[config.mk]
export PLATFORM = sky130hd
export DESIGN_NAME = rgb_hsb_color_converter_flat
export DESIGN_NICKNAME = d
export VERILOG_FILES = /design/src/design/rhc_pkg.sv /design/src/design/rhc_if.sv /design/src/design/rhc_divider.sv /design/src/design/rgb_hsb_color_converter.sv /design/src/flat_wrapper.sv
export SDC_FILE = /design/constraint.sdc
export NUM_CORES = 2
export LEC_CHECK = 0
export BUFFER_PORTS_ARGS = -buffer_cell sky130_fd_sc_hd__buf_2
export CAP_MARGIN = 20
export CORE_UTILIZATION = 56
export CTS_CLUSTER_SIZE = 20
export DETAILED_ROUTE_END_ITERATION = 12
export PLACE_DENSITY = 0.79
export SETUP_SLACK_MARGIN = 0.05
export SLEW_MARGIN = 20
export SYNTH_ARGS = -nofsm -noshare
export SYNTH_HDL_FRONTEND = slang
export SYNTH_SLANG_ARGS = --single-unit
[constraint.sdc]
create_clock -name clk -period 31.7 [get_ports clk]
set_input_delay 7.925 -clock clk [delete_from_list [all_inputs] [get_ports clk]]
set_output_delay 7.925 -clock clk [all_outputs]
set_load 0.02 [all_outputs]
[src/design/rhc_pkg.sv]
package rhc_pkg;

  localparam logic CMD_RGB2HSB = 1'b0;
  localparam logic CMD_HSB2RGB = 1'b1;

  localparam logic [8:0]  HUE_WRAP   = 9'd360;
  localparam logic [6:0]  PCT_MAX    = 7'd100;
  localparam logic [5:0]  SECTOR_DEG = 6'd60;
  localparam logic [12:0] HUE_SCALE  = 13'd6000;

  // Divider geometry: one quotient bit per stage.
  localparam int DIV_STEPS = 9;
  localparam int REM_W     = 17;
  localparam int DVS_W     = 8;

  typedef struct packed {
    logic       cmd;
    logic [7:0] red;
    logic [7:0] green;
    logic [7:0] blue;
    logic [6:0] bri;
  } side_t;

  typedef struct packed {
    logic [REM_W-1:0]     rem_sat;
    logic [DVS_W-1:0]     dvs_sat;
    logic [DIV_STEPS-1:0] q_sat;
    logic [REM_W-1:0]     rem_hue;
    logic [DVS_W-1:0]     dvs_hue;
    logic [DIV_STEPS-1:0] q_hue;
    side_t                side;
  } div_t;

endpackage

[src/design/rhc_if.sv]
interface rhc_in_if;
  logic       valid;
  logic       ready;
  logic       cmd;
  logic [7:0] red_in;
  logic [7:0] green_in;
  logic [7:0] blue_in;
  logic [8:0] hue_in;
  logic [6:0] sat_in;
  logic [6:0] bri_in;

  modport source (output valid, cmd, red_in, green_in, blue_in, hue_in, sat_in, bri_in,
                  input ready);
  modport sink (input valid, cmd, red_in, green_in, blue_in, hue_in, sat_in, bri_in,
                output ready);
endinterface

interface rhc_out_if;
  logic       valid;
  logic       ready;
  logic [7:0] red_out;
  logic [7:0] green_out;
  logic [7:0] blue_out;
  logic [8:0] hue_out;
  logic [6:0] sat_out;
  logic [6:0] bri_out;

  modport source (output valid, red_out, green_out, blue_out, hue_out, sat_out, bri_out,
                  input ready);
  modport sink (input valid, red_out, green_out, blue_out, hue_out, sat_out, bri_out,
                output ready);
endinterface

[src/design/rhc_divider.sv]
module rhc_divider (
  input  logic         clk,
  input  logic         rst,
  input  logic         in_valid,
  output logic         in_ready,
  input  rhc_pkg::div_t din,
  output logic         out_valid,
  input  logic         out_ready,
  output rhc_pkg::div_t dout
);
  import rhc_pkg::*;

  // One restoring step on both the saturation and the hue division.
  function automatic div_t div_step(input div_t x, input logic [3:0] sh);
    logic [REM_W-1:0] ts;
    logic [REM_W-1:0] th;
    div_t             y;
    ts = REM_W'(x.dvs_sat) << sh;
    th = REM_W'(x.dvs_hue) << sh;
    y  = x;
    if (x.rem_sat >= ts) begin
      y.rem_sat    = x.rem_sat - ts;
      y.q_sat[sh]  = 1'b1;
    end
    if (x.rem_hue >= th) begin
      y.rem_hue    = x.rem_hue - th;
      y.q_hue[sh]  = 1'b1;
    end
    return y;
  endfunction

  logic [DIV_STEPS-1:0] vld;
  logic [DIV_STEPS:0]   rdy;
  div_t                 stg [DIV_STEPS];

  assign rdy[DIV_STEPS] = out_ready;

  for (genvar s = 0; s < DIV_STEPS; s++) begin : g_step
    assign rdy[s] = !vld[s] || rdy[s+1];

    if (s == 0) begin : g_first
      always_ff @(posedge clk) begin
        if (rst) begin
          vld[s] <= 1'b0;
        end else if (rdy[s]) begin
          vld[s] <= in_valid;
        end
      end

      always_ff @(posedge clk) begin
        if (rdy[s]) begin
          stg[s] <= div_step(din, 4'(DIV_STEPS - 1 - s));
        end
      end
    end else begin : g_rest
      always_ff @(posedge clk) begin
        if (rst) begin
          vld[s] <= 1'b0;
        end else if (rdy[s]) begin
          vld[s] <= vld[s-1];
        end
      end

      always_ff @(posedge clk) begin
        if (rdy[s]) begin
          stg[s] <= div_step(stg[s-1], 4'(DIV_STEPS - 1 - s));
        end
      end
    end
  end

  assign in_ready  = rdy[0];
  assign out_valid = vld[DIV_STEPS-1];
  assign dout      = stg[DIV_STEPS-1];

endmodule

[src/design/rgb_hsb_color_converter.sv]
// Pipeline: 14 register stages, A to D, nine divider stages and the output register.
// Throughput: one word per clock while the output is not stalled, set by the fully pipelined
// datapath with a restoring divider of nine stages, one quotient bit per stage.
// Each stage advances independently, so bubbles close up while the output is stalled.
// Reset (rst, synchronous) clears all valid bits; data registers are not reset.
module rgb_hsb_color_converter (
  input logic       clk,
  input logic       rst,
  rhc_in_if.sink    rx,
  rhc_out_if.source tx
);
  import rhc_pkg::*;

  typedef enum logic [1:0] {MAX_RED, MAX_GREEN, MAX_BLUE} max_sel_t;

  typedef struct packed {
    logic       cmd;
    logic [7:0] red;
    logic [7:0] green;
    logic [7:0] blue;
    logic [7:0] mx;
    logic [7:0] delta;
    max_sel_t   sel;
    logic [6:0] sat;
    logic [6:0] bri;
    logic [14:0] vprod;
    logic [2:0] n;
    logic [5:0] rem;
  } a_t;

  typedef struct packed {
    logic        cmd;
    logic [7:0]  mx;
    logic [7:0]  delta;
    logic [16:0] num;
    logic [14:0] sat_num;
    logic [6:0]  bri;
    logic [7:0]  v;
    logic [6:0]  sat;
    logic [2:0]  n;
    logic [12:0] srem;
    logic [12:0] scom;
  } b_t;

  typedef struct packed {
    logic        cmd;
    logic [7:0]  mx;
    logic [7:0]  delta;
    logic [16:0] num;
    logic [14:0] sat_num;
    logic [6:0]  bri;
    logic [7:0]  v;
    logic        sat_zero;
    logic [2:0]  n;
    logic [14:0] a_num;
    logic [20:0] b_num;
    logic [20:0] c_num;
  } c_t;

  typedef struct packed {
    logic [7:0] red;
    logic [7:0] green;
    logic [7:0] blue;
    logic [8:0] hue;
    logic [6:0] sat;
    logic [6:0] bri;
  } f_t;

  // floor(mx*100/255) using x/255 = (x+1)*257 >> 16, exact below 65535.
  function automatic logic [6:0] bri_of_max(input logic [7:0] mx);
    logic [23:0] t;
    logic [23:0] p;
    t = 24'(15'(mx) * 15'd100) + 24'd1;
    p = {t[15:0], 8'd0} + t;
    return p[22:16];
  endfunction

  // floor(y/100) for y up to 25500: drop two bits, then multiply by 2^18/25.
  function automatic logic [7:0] div100(input logic [14:0] y);
    logic [26:0] p;
    p = 27'(y[14:2]) * 27'd10486;
    return p[25:18];
  endfunction

  // floor(y/6000) for y up to 1530000: drop four bits, then multiply by 2^26/375.
  function automatic logic [7:0] div6000(input logic [20:0] y);
    logic [34:0] p;
    p = 35'(y[20:4]) * 35'd178957;
    return p[33:26];
  endfunction

  logic va, vb, vc, vd, vf;
  logic rdy_a, rdy_b, rdy_c, rdy_d, rdy_f;
  a_t   pa, a_next;
  b_t   pb, b_next;
  c_t   pc, c_next;
  div_t pd, d_next;
  f_t   pf, f_next;
  logic div_in_ready;
  logic div_out_valid;
  div_t div_out;

  assign rdy_f = !vf || tx.ready;
  assign rdy_d = !vd || div_in_ready;
  assign rdy_c = !vc || rdy_d;
  assign rdy_b = !vb || rdy_c;
  assign rdy_a = !va || rdy_b;
  assign rx.ready = rdy_a;

  // Stage A: max/min and delta, input clamping, hue sector.
  always_comb begin
    logic [7:0] mx;
    logic [7:0] mn;
    logic [8:0] h;
    logic [8:0] base;
    logic [6:0] sat_c;
    logic [6:0] bri_c;
    mx = rx.red_in;
    mn = rx.red_in;
    if (rx.green_in > mx) mx = rx.green_in;
    if (rx.blue_in > mx) mx = rx.blue_in;
    if (rx.green_in < mn) mn = rx.green_in;
    if (rx.blue_in < mn) mn = rx.blue_in;

    a_next.cmd   = rx.cmd;
    a_next.red   = rx.red_in;
    a_next.green = rx.green_in;
    a_next.blue  = rx.blue_in;
    a_next.mx    = mx;
    a_next.delta = mx - mn;
    if (rx.red_in == mx) begin
      a_next.sel = MAX_RED;
    end else if (rx.green_in == mx) begin
      a_next.sel = MAX_GREEN;
    end else begin
      a_next.sel = MAX_BLUE;
    end

    // A full turn and anything beyond it wrap to zero.
    h     = (rx.hue_in >= HUE_WRAP) ? 9'd0 : rx.hue_in;
    sat_c = (rx.sat_in > PCT_MAX) ? PCT_MAX : rx.sat_in;
    bri_c = (rx.bri_in > PCT_MAX) ? PCT_MAX : rx.bri_in;
    a_next.sat   = sat_c;
    a_next.bri   = bri_c;
    a_next.vprod = 15'(bri_c) * 15'd255;

    if (h >= 9'd300) begin
      a_next.n = 3'd5;
      base     = 9'd300;
    end else if (h >= 9'd240) begin
      a_next.n = 3'd4;
      base     = 9'd240;
    end else if (h >= 9'd180) begin
      a_next.n = 3'd3;
      base     = 9'd180;
    end else if (h >= 9'd120) begin
      a_next.n = 3'd2;
      base     = 9'd120;
    end else if (h >= 9'(SECTOR_DEG)) begin
      a_next.n = 3'd1;
      base     = 9'(SECTOR_DEG);
    end else begin
      a_next.n = 3'd0;
      base     = 9'd0;
    end
    a_next.rem = 6'(h - base);
  end

  // Stage B: hue numerator, brightness, value and the saturation products.
  always_comb begin
    logic signed [18:0] sr, sg, sb, sd, num;
    sr = 19'(pa.red);
    sg = 19'(pa.green);
    sb = 19'(pa.blue);
    sd = 19'(pa.delta);
    case (pa.sel)
      MAX_RED:   num = 19'sd60 * (sg - sb);
      MAX_GREEN: num = 19'sd120 * sd + 19'sd60 * (sb - sr);
      MAX_BLUE:  num = 19'sd240 * sd + 19'sd60 * (sr - sg);
      default:   num = 19'sd0;
    endcase
    if (num < 0) begin
      num = num + 19'sd360 * sd;
    end

    b_next.cmd     = pa.cmd;
    b_next.mx      = pa.mx;
    b_next.delta   = pa.delta;
    b_next.num     = num[16:0];
    b_next.sat_num = 15'(pa.delta) * 15'd100;
    b_next.bri     = bri_of_max(pa.mx);
    b_next.v       = div100(pa.vprod);
    b_next.sat     = pa.sat;
    b_next.n       = pa.n;
    b_next.srem    = 13'(pa.sat) * 13'(pa.rem);
    b_next.scom    = 13'(pa.sat) * 13'(SECTOR_DEG - pa.rem);
  end

  // Stage C: numerators of a, b and c.
  always_comb begin
    c_next.cmd      = pb.cmd;
    c_next.mx       = pb.mx;
    c_next.delta    = pb.delta;
    c_next.num      = pb.num;
    c_next.sat_num  = pb.sat_num;
    c_next.bri      = pb.bri;
    c_next.v        = pb.v;
    c_next.sat_zero = (pb.sat == 7'd0);
    c_next.n        = pb.n;
    c_next.a_num    = 15'(pb.v) * 15'(PCT_MAX - pb.sat);
    c_next.b_num    = 21'(pb.v) * 21'(HUE_SCALE - pb.srem);
    c_next.c_num    = 21'(pb.v) * 21'(HUE_SCALE - pb.scom);
  end

  // Stage D: finish HSB to RGB, and load the divider for RGB to HSB.
  always_comb begin
    logic [7:0] a, b, c, rr, gg, bb;
    a = div100(pc.a_num);
    b = div6000(pc.b_num);
    c = div6000(pc.c_num);
    if (pc.sat_zero) begin
      rr = pc.v; gg = pc.v; bb = pc.v;
    end else begin
      case (pc.n)
        3'd0:    begin rr = pc.v; gg = c;    bb = a;    end
        3'd1:    begin rr = b;    gg = pc.v; bb = a;    end
        3'd2:    begin rr = a;    gg = pc.v; bb = c;    end
        3'd3:    begin rr = a;    gg = b;    bb = pc.v; end
        3'd4:    begin rr = c;    gg = a;    bb = pc.v; end
        default: begin rr = pc.v; gg = a;    bb = b;    end
      endcase
    end

    d_next.rem_sat = REM_W'(pc.sat_num);
    d_next.dvs_sat = pc.mx;
    d_next.q_sat   = '0;
    d_next.rem_hue = pc.num;
    d_next.dvs_hue = pc.delta;
    d_next.q_hue   = '0;
    d_next.side.cmd = pc.cmd;
    d_next.side.bri = pc.bri;
    if (pc.cmd == CMD_HSB2RGB) begin
      d_next.side.red   = rr;
      d_next.side.green = gg;
      d_next.side.blue  = bb;
    end else begin
      d_next.side.red   = 8'd0;
      d_next.side.green = 8'd0;
      d_next.side.blue  = 8'd0;
    end
  end

  rhc_divider u_divider (
    .clk       (clk),
    .rst       (rst),
    .in_valid  (vd),
    .in_ready  (div_in_ready),
    .din       (pd),
    .out_valid (div_out_valid),
    .out_ready (rdy_f),
    .dout      (div_out)
  );

  // Output stage: a black or grey colour has neither saturation nor hue.
  always_comb begin
    logic [6:0] sat;
    f_next.red   = div_out.side.red;
    f_next.green = div_out.side.green;
    f_next.blue  = div_out.side.blue;
    if (div_out.side.cmd == CMD_RGB2HSB) begin
      sat = (div_out.side.bri == 7'd0) ? 7'd0 : div_out.q_sat[6:0];
      f_next.bri = div_out.side.bri;
      f_next.sat = sat;
      f_next.hue = (sat == 7'd0) ? 9'd0 : div_out.q_hue;
    end else begin
      sat        = 7'd0;
      f_next.bri = 7'd0;
      f_next.sat = sat;
      f_next.hue = 9'd0;
    end
  end

  always_ff @(posedge clk) begin
    if (rst) begin
      va <= 1'b0;
      vb <= 1'b0;
      vc <= 1'b0;
      vd <= 1'b0;
      vf <= 1'b0;
    end else begin
      if (rdy_a) va <= rx.valid;
      if (rdy_b) vb <= va;
      if (rdy_c) vc <= vb;
      if (rdy_d) vd <= vc;
      if (rdy_f) vf <= div_out_valid;
    end
  end

  always_ff @(posedge clk) begin
    if (rdy_a) pa <= a_next;
    if (rdy_b) pb <= b_next;
    if (rdy_c) pc <= c_next;
    if (rdy_d) pd <= d_next;
    if (rdy_f) pf <= f_next;
  end

  assign tx.valid     = vf;
  assign tx.red_out   = pf.red;
  assign tx.green_out = pf.green;
  assign tx.blue_out  = pf.blue;
  assign tx.hue_out   = pf.hue;
  assign tx.sat_out   = pf.sat;
  assign tx.bri_out   = pf.bri;

endmodule

[src/flat_wrapper.sv]
// flat-port wrapper written by rule: the top's interface ports become plain ports
module rgb_hsb_color_converter_flat import rhc_pkg::*;
  (clk, rst, rx_valid, rx_cmd, rx_red_in, rx_green_in, rx_blue_in, rx_hue_in, rx_sat_in, rx_bri_in, rx_ready, tx_valid, tx_red_out, tx_green_out, tx_blue_out, tx_hue_out, tx_sat_out, tx_bri_out, tx_ready);
  rhc_in_if rx_i ();
  rhc_out_if tx_i ();
  input logic clk;
  input logic rst;
  input wire logic [$bits(rx_i.valid)-1:0] rx_valid;
  input wire logic [$bits(rx_i.cmd)-1:0] rx_cmd;
  input wire logic [$bits(rx_i.red_in)-1:0] rx_red_in;
  input wire logic [$bits(rx_i.green_in)-1:0] rx_green_in;
  input wire logic [$bits(rx_i.blue_in)-1:0] rx_blue_in;
  input wire logic [$bits(rx_i.hue_in)-1:0] rx_hue_in;
  input wire logic [$bits(rx_i.sat_in)-1:0] rx_sat_in;
  input wire logic [$bits(rx_i.bri_in)-1:0] rx_bri_in;
  output wire logic [$bits(rx_i.ready)-1:0] rx_ready;
  output wire logic [$bits(tx_i.valid)-1:0] tx_valid;
  output wire logic [$bits(tx_i.red_out)-1:0] tx_red_out;
  output wire logic [$bits(tx_i.green_out)-1:0] tx_green_out;
  output wire logic [$bits(tx_i.blue_out)-1:0] tx_blue_out;
  output wire logic [$bits(tx_i.hue_out)-1:0] tx_hue_out;
  output wire logic [$bits(tx_i.sat_out)-1:0] tx_sat_out;
  output wire logic [$bits(tx_i.bri_out)-1:0] tx_bri_out;
  input wire logic [$bits(tx_i.ready)-1:0] tx_ready;
  assign rx_i.valid = rx_valid;
  assign rx_i.cmd = rx_cmd;
  assign rx_i.red_in = rx_red_in;
  assign rx_i.green_in = rx_green_in;
  assign rx_i.blue_in = rx_blue_in;
  assign rx_i.hue_in = rx_hue_in;
  assign rx_i.sat_in = rx_sat_in;
  assign rx_i.bri_in = rx_bri_in;
  assign rx_ready = rx_i.ready;
  assign tx_valid = tx_i.valid;
  assign tx_red_out = tx_i.red_out;
  assign tx_green_out = tx_i.green_out;
  assign tx_blue_out = tx_i.blue_out;
  assign tx_hue_out = tx_i.hue_out;
  assign tx_sat_out = tx_i.sat_out;
  assign tx_bri_out = tx_i.bri_out;
  assign tx_i.ready = tx_ready;
  rgb_hsb_color_converter u_core (.clk(clk), .rst(rst), .rx(rx_i), .tx(tx_i));
endmodule
## Word level (Yosys, flattened, before mapping)

Memory sizes are Yosys's and may differ from the RTL's.
Index checks and enable logic that the tools add are counted.

- Output and inout bits: 49
- Register bits after elaboration: 434
- Memories: 1
- Bits in writable memories: 900

Memory list:

| name | depth | width | rd ports | clocked after memory_dff | write ports | RTL line | RTL |
|---|---|---|---|---|---|---|---|
| u_core.u_divider.stg | 9 | 100 | 9 | 0 | 9 | rhc_divider.sv:34 | `div_t stg [DIV_STEPS];` |

- Equality and inequality tests: 8
- Add/sub/neg operators: 32
- Muxes and demuxes: 115
- Reduce and logical (&&, ||, !) cells: 39
- Magnitude comparators: 31
- $mul: 18

Operator list:

| kind | number |
|---|---|
| 17-bit two-way mux | 37 |
| 8-bit one-hot mux with 3 select lines | 3 |
| 17-bit by 18-bit multiplier with 34-bit output (second input constant) | 2 |
| 5-bit by 19-bit multiplier with 17-bit output (first input constant) | 3 |
| 19-bit one-hot mux with 3 select lines | 1 |
| 1-bit two-way mux | 56 |
| 8-bit two-way mux | 7 |
| 13-bit by 13-bit multiplier with 25-bit output (second input constant) | 2 |
| 8-bit by 21-bit multiplier with 21-bit output | 2 |
| 19-bit adder | 2 |
| 17-bit by 10-bit greater-or-equal comparator with 1-bit output | 2 |
| 17-bit by 11-bit greater-or-equal comparator with 1-bit output | 2 |
| 17-bit by 12-bit greater-or-equal comparator with 1-bit output | 2 |
| 17-bit by 13-bit greater-or-equal comparator with 1-bit output | 2 |
| 17-bit by 14-bit greater-or-equal comparator with 1-bit output | 2 |
| 17-bit by 15-bit greater-or-equal comparator with 1-bit output | 2 |
| 17-bit by 8-bit greater-or-equal comparator with 1-bit output | 2 |
| 17-bit by 9-bit greater-or-equal comparator with 1-bit output | 2 |
| 17-bit by 10-bit subtractor with 17-bit output | 2 |
| 17-bit by 11-bit subtractor with 17-bit output | 2 |
| 17-bit by 12-bit subtractor with 17-bit output | 2 |
| 17-bit by 13-bit subtractor with 17-bit output | 2 |
| 17-bit by 14-bit subtractor with 17-bit output | 2 |
| 17-bit by 15-bit subtractor with 17-bit output | 2 |
| other kinds (47) | 100 |

## Logic depth before layout (Yosys ltp)

- Depth in word-level cells: 15
- Mapped depth: 34
- Gate-level depth less buffers: 34

## Modules after synthesis

Synthesis repeated with hierarchy kept, for this count alone.

- Cell total of the unflattened synthesis: 7,692
- Area total of the unflattened synthesis: 91,874.4 µm²

By module, submodules not included:

| module | times used | area each (µm²) | sequential area each (µm²) | cells an instance |
|---|---|---|---|---|
| rgb_hsb_color_converter | 1 | 53,272.3 | 11,871.4 | 5,103 |
| rhc_divider | 1 | 38,602.0 | 27,206.1 | 2,589 |

## Worst setup path after synthesis

Ideal clock, no wire load.

- Kind: input to output
- Start: in tx_ready
- End: out rx_ready
- Data arrival time: 15,545 ps
- Data required time: 23,775 ps
- Setup slack: 8,230 ps
- Stages: 10
- Cells stage by stage: nor2b_1 inv_1 nor2_1 and2_1 inv_1 nor2_1 and2_1 clkbuf_1 nand4_1 or2_2

- Longest elaborated chain between the ends: 14

RTL lines:

| element | RTL line | RTL |
|---|---|---|
| start, declared | flat_wrapper.sv:24 | `input wire logic [$bits(tx_i.ready)-1:0] tx_ready;` |
| 1-bit logical OR | rgb_hsb_color_converter.sv:103 | `assign rdy_f = !vf \|\| tx.ready;` |
| net u_core.rdy_f | rgb_hsb_color_converter.sv:93 | `logic rdy_a, rdy_b, rdy_c, rdy_d, rdy_f;` |
| 1-bit logical OR (5 in a row) | rhc_divider.sv:39 | `assign rdy[s] = !vld[s] \|\| rdy[s+1];` |
| net u_core.u_divider.rdy[4] | rhc_divider.sv:33 | `logic [DIV_STEPS:0] rdy;` |
| 1-bit logical OR (4 in a row) | rhc_divider.sv:39 |  |
| 1-bit logical OR | rgb_hsb_color_converter.sv:104 | `assign rdy_d = !vd \|\| div_in_ready;` |
| 1-bit logical OR | rgb_hsb_color_converter.sv:105 | `assign rdy_c = !vc \|\| rdy_d;` |
| 1-bit logical OR | rgb_hsb_color_converter.sv:106 | `assign rdy_b = !vb \|\| rdy_c;` |
| net u_core.rdy_b | rgb_hsb_color_converter.sv:93 |  |
| 1-bit logical OR | rgb_hsb_color_converter.sv:107 | `assign rdy_a = !va \|\| rdy_b;` |
| end, declared | flat_wrapper.sv:16 | `output wire logic [$bits(rx_i.ready)-1:0] rx_ready;` |

The timed path passes the listed nets, and every way through them passes these cells.

## Final worst setup path

Ends and elaborated chain as after synthesis.

==> results.yml <==
final_layout:
  diodes: 0
  drive_above_1_share_pct: 5.08
  utilization_pct: 61.2
  nets: 9224
  area_growth_pct: 7.92
  layout_common_cells: "1,350 x inv_1, 1,108 x edfxtp_1, 1,020 x ha_1"
  final_common_cell: "inv_1"
  n_fill_cell: 11400
routing:
  drc: 0
  wirelength_um: 156000
  vias: 51500
  wl_per_cell_um: 16.4
  drt_iter0_markers: 3170
  antenna_left: 0
  drt_pass1_iterations: 6
  vias_per_cell: 5.40
run:
  maxCapViolations: 0
synth:
  synth_cell_types: 95
  yosysWarnings: 0
  ys_seq_area_share_pct: 39.9
  synthesis.nets: 9078
  netlist_area_um2: 84200
  syn_avg_cell_area_um2: 11.5
  synth_ff_type: "edfxtp_1"
  synthCells: 7304
  synth-async-reset-ratio_pct: 0
  ys_ff_latch: 1122
  synth-edff-count: 1108
worst_setup_path:
  critPathRequiredTime_ps: 23780
  crit_arrival_ps: 11190
  ff2ff_setup_slack_ps: 23860
  r2r_cells: 32
  endpoint_kind: "output pin"
  worstSetupPathType: "input pin to output pin"
  cp_max_fo: 52
  reg2reg_from: "u_core.pa[56]"
  r2r-end: "u_core.c_next[107]"
  crit_path_start_kind: "input pin"
clock_network:
  cts_buffer_depth: 3
  cts_buffers: 110
  cts_tree: "built"
  insertion_delay_ps: 770
  cts-root-buf: "clkbuf_16"
  cts_setup_buffers: 0
  clkSinkCount: 1122
  cts_hold_buf: 0
  ctsResizeCount: 0
  htreeDepth: 3
  clk_pin_slew_worst_paths_ps: 60
sta:
  timing.final.crit_share_pct: 60.3
  fin_skew_ps: 65.8
  setup_slack_ps: 12580
  finalHoldViolCount: 0
  setup_viol_count_final: 0
  period_needed_ps: 19120
  fmax_mhz: 52.3
  rsz0062_at_grt: "false"
  setup_tns_ps: 0
  slew_headroom_pct: 28.6
  timing.final.max_slew_violations: 0
  tightest_slew_ps: 1070
place:
  gp_congestion: 0.923
  hpwl_um: 124000
  pre_cts_ws_ps: 12470
  port-buffer-count: 100
global_route:
  grt_use_total_pct: 21.1
  grt_pass1_wl_um: 262000
  antenna_found_initial: 1
  grt_pass1_vias: 53800
  grt_max_degree: 88
  grt_overflow: 0
min_path:
  hold_depth: 0
  worstHoldEndpoint: "u_core.pd[96]"
  hold_path_class: "flip-flop to flip-flop"
  holdCritStartpoint: "u_core.d_next[96]"
die:
  fp.coreArea_um2: 149000
  start_util_pct: 56.7
  die_y_um: 390
  io_pins: 101
  dieArea_um2: 152000
  die_x_um: 390
  rows: 141
status:
  outcome: "completed"
through the flow:
| step | std cells | instance area (um^2) | hold slack, ps |
|---|---|---|---|
| floorplan | 7304 | 84200 | 400 |
| global placement | 9338 | 87100 | 401 |
| detailed placement | 9338 | 87100 | 405 |
| CTS | 9545 | 90800 | 386 |
| global route | 9547 | 90900 | 388 |
| finish | 9547 | 90900 | 376 |
routing by layer:
metal / global-route usage (%) / vias to the layer above / part of all wire, %
met3: 2.74 / 256 / 4.0
met2: 36.6 / 1028 / 49
met5: 0 / - / 0
met4: 6.05 / 0 / 2.7
li1: - / 25000 / -
met1: 27.6 / 25300 / 44
cell families after synthesis:
kind of cell,share of synthesized area [%]
adders and majority gates,31.8
and+or+nand+nor,8.72
xor gates and xnor gates,4.57
AOI/OAI and AO/OA,7.77
DFF,39.9
buffers and inverters,6.48
muxes,0.758
cell type report:
| cell class | count | area (um^2) | area share [%] |
|---|---|---|---|
| Timing Repair Buffer | 127 | 736 | 0.810 |
| Tap cell | 2002 | 2500 | 2.76 |
| Clock inverter | 61 | 759 | 0.836 |
| Clock buffer | 146 | 2960 | 3.26 |
| Multi-Input combinational cell | 4730 | 45200 | 49.8 |
| Inverter | 1359 | 5100 | 5.62 |
| Sequential cell | 1122 | 33600 | 36.9 |
worst max-delay path by stage:
stage / startpoint / end / slack (ps) / depth (start not counted)
after CTS: tx_ready / rx_ready / 12450 / 12
after global routing: tx_ready / rx_ready / 12270 / 13
after global placement: tx_ready / rx_ready / 12500 / 12
after floorplan: tx_ready / rx_ready / 8230 / 10
final: tx_ready / rx_ready / 12580 / 13
after detailed placement: tx_ready / rx_ready / 12470 / 12
cell usage after synthesis, types with 90 or more instances:
library cell | count | area (um^2)
a21o_1 | 116 | 871
a21oi_1 | 303 | 1520
and2_1 | 195 | 1220
clkbuf_1 | 90 | 338
edfxtp_1 | 1108 | 33300
fa_1 | 702 | 14100
ha_1 | 1020 | 12800
inv_1 | 1356 | 5090
nand2_1 | 427 | 1600
nor2_1 | 348 | 1310
nor2b_1 | 100 | 626
o21ai_0 | 223 | 1120
xnor2_1 | 319 | 2790
xor2_1 | 120 | 1050
sequential cells by signal, indices dropped and copies added (netlist names), 7 cells and up:
name                  count
u_core.tx.red_out         8
u_core.c_next            60
u_core.u_divider.vld      8
u_core.u_divider.stg    716
u_core.pa                45
u_core.tx.bri_out         7
u_core.tx.green_out       8
u_core.pc                59
u_core.pd                73
u_core.d_next            49
u_core.b_next            27
u_core.tx.hue_out         9
u_core.pb                32
u_core.tx.sat_out         7
u_core.tx.blue_out        8
critical path, stage by stage:
cell and delay (ps):
buf_2 90, nor2b_1 320, inv_2 300, buf_12 260, nor2_1 220, and2_1 360
clkinv_2 110, nor2_1 230, and2_1 350, nand4_1 130, buf_4 320, or2_4 370
buf_2 170
Power is not shown: default switching activity piles up to over one toggle a cycle in this logic, so the estimate is an artifact.
